## src/rau_pkg.sv

```systemverilog
// package for the rational arithmetic unit: operation and status codes,
// controller/datapath command and status structs. no dependencies.
package rau_pkg;

    localparam int OPERAND_BITS_DEF = 32;

    typedef enum logic [1:0] {
        OP_ADD = 2'd0,
        OP_SUB = 2'd1,
        OP_MUL = 2'd2,
        OP_DIV = 2'd3
    } op_t;

    typedef enum logic [1:0] {
        ST_OK   = 2'd0,
        ST_DIVZ = 2'd1,
        ST_OVF  = 2'd2
    } status_t;

    // commands from controller to datapath
    typedef struct packed {
        logic load;      // capture operands
        logic prod;      // register products
        logic comb;      // form num/den
        logic norm;      // sign handling, set up gcd
        logic gcd_step;  // one binary gcd step
        logic div_init;  // start exact division
        logic div_step;  // one restoring division bit
        logic fin;       // build result
    } rau_cmd_t;

    // status back to controller
    typedef struct packed {
        logic divz;      // divide by zero fraction
        logic trivial;   // result needs no reduction
        logic gcd_done;
        logic div_done;
    } rau_sts_t;

endpackage

```

## src/rau_ctrl.sv

```systemverilog
// controller state machine for the rational arithmetic unit.
// depends on rau_pkg.
module rau_ctrl import rau_pkg::*; (
    input  logic     aclk,
    input  logic     aresetn,
    input  logic     in_valid,
    output logic     in_ready,
    output logic     out_valid,
    input  logic     out_ready,
    output rau_cmd_t cmd,
    input  rau_sts_t sts
);

    typedef enum logic [9:0] {
        S_IDLE = 10'b0000000001,
        S_PROD = 10'b0000000010,
        S_COMB = 10'b0000000100,
        S_NORM = 10'b0000001000,
        S_GCD  = 10'b0000010000,
        S_FIXG = 10'b0000100000,
        S_DINI = 10'b0001000000,
        S_DIV  = 10'b0010000000,
        S_FIN  = 10'b0100000000,
        S_OUT  = 10'b1000000000
    } state_t;

    state_t state_reg, state_next;
    logic   half_reg, half_next;   // second division pending

    assign in_ready  = (state_reg == S_IDLE);
    assign out_valid = (state_reg == S_OUT);

    always_comb begin
        state_next = state_reg;
        half_next  = half_reg;
        cmd        = '0;
        unique case (state_reg)
            S_IDLE: begin
                cmd.load = in_valid;
                if (in_valid) state_next = S_PROD;
            end
            S_PROD: begin
                cmd.prod = 1'b1;
                state_next = sts.divz ? S_FIN : S_COMB;
            end
            S_COMB: begin
                cmd.comb = 1'b1;
                state_next = S_NORM;
            end
            S_NORM: begin
                cmd.norm = 1'b1;
                state_next = S_GCD;
            end
            S_GCD: begin
                if (sts.trivial) state_next = S_FIN;
                else if (sts.gcd_done) state_next = S_FIXG;
                else cmd.gcd_step = 1'b1;
            end
            S_FIXG: begin
                half_next = 1'b0;
                state_next = S_DINI;
            end
            S_DINI: begin
                cmd.div_init = 1'b1;
                state_next = S_DIV;
            end
            S_DIV: begin
                cmd.div_step = 1'b1;
                if (sts.div_done) begin
                    half_next = ~half_reg;
                    state_next = half_reg ? S_FIN : S_DINI;
                end
            end
            S_FIN: begin
                cmd.fin = 1'b1;
                state_next = S_OUT;
            end
            S_OUT: begin
                if (out_ready) state_next = S_IDLE;
            end
            default: state_next = S_IDLE;
        endcase
    end

    always_ff @(posedge aclk) begin
        if (!aresetn) begin
            state_reg <= S_IDLE;
            half_reg  <= 1'b0;
        end else begin
            state_reg <= state_next;
            half_reg  <= half_next;
        end
    end

endmodule
```

## config.mk

```make
export PLATFORM = sky130hd
export DESIGN_NAME = rau_ctrl
export DESIGN_NICKNAME = d
export VERILOG_FILES = /design/src/rau_pkg.sv /design/src/rau_ctrl.sv
export SDC_FILE = /design/constraint.sdc
export NUM_CORES = 1
export LEC_CHECK = 0
export BUFFER_PORTS_ARGS = -buffer_cell sky130_fd_sc_hd__buf_4
export CORE_UTILIZATION = 47
export DETAILED_ROUTE_END_ITERATION = 10
export PLACE_DENSITY = 0.72
export SKIP_CTS_REPAIR_TIMING = 1
export SLEW_MARGIN = 20
export SYNTH_ARGS = -nofsm -noshare
export SYNTH_HDL_FRONTEND = slang
export SYNTH_SLANG_ARGS = --single-unit
```

## constraint.sdc

```tcl
create_clock -name aclk -period 2.4 [get_ports aclk]
set_input_delay 0.6 -clock aclk [delete_from_list [all_inputs] [get_ports aclk]]
set_output_delay 0.6 -clock aclk [all_outputs]
set_load 0.03 [all_outputs]
```

# After elaboration in Yosys (flattened, before gate mapping)
# Index checks and enable logic that the tools add are counted.
word_totals:
  reg_bits: 11
  input_bits: 8
  wordCells: 40
classes:
  eq_ne: 14
  muxes: 20
  bitwise: 1
  reduce_logical: 3
op_table:
  columns: ["operator", "count"]
  rows:
  - ["$pmux W10 S10", 1]
  - ["$mux W10", 5]
  - ["$mux W9", 2]
  - ["$mux W1", 11]
  - ["$eq A10 B1 Y1 const B", 1]
  - ["$eq A10 B10 Y1 const B", 1]
  - ["$eq A10 B2 Y1 const B", 1]
  - ["$eq A10 B3 Y1 const B", 1]
  - ["$eq A10 B4 Y1 const B", 1]
  - ["$eq A10 B5 Y1 const B", 1]
  - ["$eq A10 B6 Y1 const B", 1]
  - ["$eq A10 B7 Y1 const B", 1]
  - ["$eq A10 B8 Y1 const B", 1]
  - ["$eq A10 B9 Y1 const B", 1]
  - ["$ne A2 B2 Y1 const B", 2]
  - ["$reduce_and A4 Y1", 1]
  - ["$ne A3 B3 Y1 const B", 1]
  - ["$ne A2 B1 Y1 const B", 1]
  - ["$pmux W1 S2", 1]
  - ["$reduce_and A2 Y1", 1]
  - ["$reduce_bool A2 Y1", 1]
  - ["$not A1 Y1", 1]

# Logic depth before layout (Yosys ltp)
logic_depth:
  word_depth: 3
  mapped_depth: 6
  mapped_depth_nobuf: 4

# Least setup slack after synthesis
# No wires, ideal clock.
synth_path:
  path_kind: "input to output"
  from: "in sts[2] (netlist bit)"
  to: "out cmd[3] (netlist bit)"
  t_arrival_ns: 2.069
  t_required_ns: 1.800
  slack_ns: -0.269
  stages: 2
  cell_sequence: "or4b_1 > nor4_1"
synth_rtl:
  columns: ["element", "line_no", "text"]
  rows:
  - ["start, declared", "rau_ctrl.sv:11", "input rau_sts_t sts"]
  - ["end, declared", "rau_ctrl.sv:10", "output rau_cmd_t cmd,"]

==> results.json <==
{
  "seqCellArea_um2": 226,
  "largest_reg_flops": 10,
  "avgSynthCellArea_um2": 7.61,
  "syn-instance-count": 95,
  "whs_ns": 0.484,
  "grt_pass1_vias": 555,
  "wirelength_um": 1680,
  "relSlewSlack": 0.700,
  "startpoint_type": "register",
  "firstDrtPassIters": 4,
  "syn_area_um2": 723,
  "die_h_um": 41.2,
  "synth_top_cells_by_area": "dfxtp_1 30%, nor4_1 5.2%, nor3_1 4.2%, nor2_1 4.2%, inv_1 3.6%",
  "die_x_um": 41.2,
  "dp.cells": 123,
  "vdd_drop_max_uv": 382,
  "drive_gt1_frac": 0.319,
  "synth_warnings": 0,
  "synth_cell_types": 33,
  "postSynthRegisterBits": 11,
  "routabilityCongestion": 0.802,
  "start_util": 0.529,
  "ys_async_sr_fraction": 0,
  "multi_input_area_um2": 465,
  "n_antenna_cell": 0,
  "maxCapViolations": 0,
  "synth_commonest_cells": "11 x dfxtp_1, 8 x nor2_1, 7 x inv_1",
  "syn_nets": 103,
  "fin_ws_ns": 0.0632,
  "fin_nets": 122,
  "fin_cells": 128,
  "worst_pin_slew_ns": 0.439,
  "cts.path.max_buffers": 2,
  "synthXorXnorAreaFrac": 0.0363,
  "dieArea_um2": 1700,
  "critPathRequiredTime_ns": 1.80,
  "synth_area_leader_cell": "dfxtp_1",
  "wl_per_cell_um": 13.2,
  "fillers": 120,
  "synth_edf_count": 0,
  "clock_skew_ns": 0.00131,
  "drc_errors": 0,
  "synth.most_common_cell": "dfxtp_1",
  "numPortBuffers": 17,
  "ant_nets": 0,
  "ios": 18,
  "leakagePower_nw": 0.402,
  "finalHoldViolCount": 0,
  "synthMuxAreaShare": 0,
  "finalMaxSlewViolations": 0,
  "area_growth_pct": 28.4,
  "pre_cts_ws_ns": 0.151,
  "grt-ovfl-total": 0,
  "synth_top_area_share": 0.304,
  "synth_compound_area_frac": 0.154,
  "hp-class": "input pin to register",
  "synth_flop_cell": "dfxtp_1",
  "critical_path_class": "register to output pin",
  "htree_levels": 1,
  "viasPerCell": 5.62,
  "cp-end-kind": "output pin",
  "synth_top_family_by_area": "simple AND/OR/NAND/NOR gates",
  "switchingPower_w": 0.000176,
  "dr_total_vias": 719,
  "grt_pass1_wl_um": 2410,
  "setup_viol": 0,
  "clockPowerShare": 0.254,
  "synth-simple-area-share": 0.405,
  "grt_max_degree": 14,
  "power_frac_seq": 0.393,
  "powerDensity_nw_per_um2": 549,
  "post-route-util": 0.679,
  "cellInternalPower_w": 0.000334,
  "grt_usage": 0.221,
  "fin_crit_ns": 2.34,
  "antenna_found_initial": 0,
  "rows": 13,
  "synth_seq_area_share": 0.304,
  "core_um2": 1370,
  "clk_pin_slew_worst_paths_ns": 0.07,
  "dp_hpwl_um": 1240,
  "clockRootBuffer": "clkbuf_4",
  "synthAdderAreaFrac": 0,
  "status": "finished clean",
  "finalCritPeriodShare": 0.974,
  "combinationalPowerShare": 0.353,
  "cts_buffers": 3,
  "cts_sinks": 11,
  "cts_tree": "yes",
  "first_iter_violations": 27,
  "path_max_fanout": 4,
  "clock.fmax_mhz": 428,
  "clk_latency_ns": 0.27,
  "critPathArrivalTime_ns": 1.74,
  "switching_share": 0.346
}
cell families (layout without fill, tap and decap cells):
kind of cell,after synthesis,in the layout
AOI/OAI and AO/OA,18,18
and+or+nand+nor,48,48
DFF,11,11
buffers and inverters,15,33
xor gates and xnor gates,3,3
power by group through the flow:
| stage | clock network, W | logic [W] | registers (W) |
|---|---|---|---|
| after global placement | 0 | 0.000169 | 0.000204 |
| after global routing | 0.000144 | 0.000194 | 0.000201 |
| after detailed placement | 0 | 0.000171 | 0.000205 |
| after CTS | 0.000134 | 0.000172 | 0.000201 |
| after floorplan | 0 | 0.000130 | 0.000201 |
| final | 0.000130 | 0.000180 | 0.000200 |
worst paths after layout:
path / startpoint / endpoint / slack (ns) / cells past startpoint
hold / removal: sts[3] / state_reg[2] / 0.48 / 2
setup reg to reg: state_reg[2] / state_reg[7] / 0.40 / 5
hold reg to reg: half_reg / half_reg / 0.52 / 2
setup / recovery: state_reg[2] / cmd[1] / 0.06 / 4
worst max-delay path: stages, from the launching register on:
cell	delay (ns)
dfxtp_4	0.36
or4_4	0.54
or2_4	0.25
nor3_2	0.14
buf_4	0.18
per-layer routing:
metal  part of all wire  routed length [um]  global-route usage  vias to the layer above
met5                  0                   0                   0                        -
li1                   -                   -                   -                      384
met3              0.040                  68              0.0489                        2
met4             0.0083                  14              0.0968                        0
met1               0.49                 824               0.296                      317
met2               0.46                 776               0.336                       16
layout by cell type (no fill, tap or decap), types with 3 or more instances in the layout:
master,netlist,routed
buf_4,0,22
nor2_1,8,8
dfxtp_1,11,8
inv_1,7,7
o21ai_0,5,5
a21oi_1,5,5
nor4_1,6,4
nand2b_1,3,3
nor3_2,0,3
nor3_1,6,3
nand3_1,3,3
nor3b_1,3,3
xor2_1,3,3
o31ai_1,3,3
clkbuf_4,0,3
layout make-up:
type                    instances  area share
clock buffers                   4      0.0283
inverters                       7      0.0283
multi-input cells              69       0.501
flip-flops and latches         11       0.244
well taps                      15      0.0202
repair buffers                 22       0.178
per-stage QoR:
step,instance area (um2),power [W],setup TNS [ns]
2_1_floorplan,739,0.000331,0
3_3_place_gp,870,0.000374,0
3_5_place_dp,870,0.000376,0
4_1_cts,896,0.000506,-0.0374
5_1_grt,928,0.000539,-0.0344
6_report,928,0.000510,0
No activity file was read; power rests on OpenSTA's default activity.
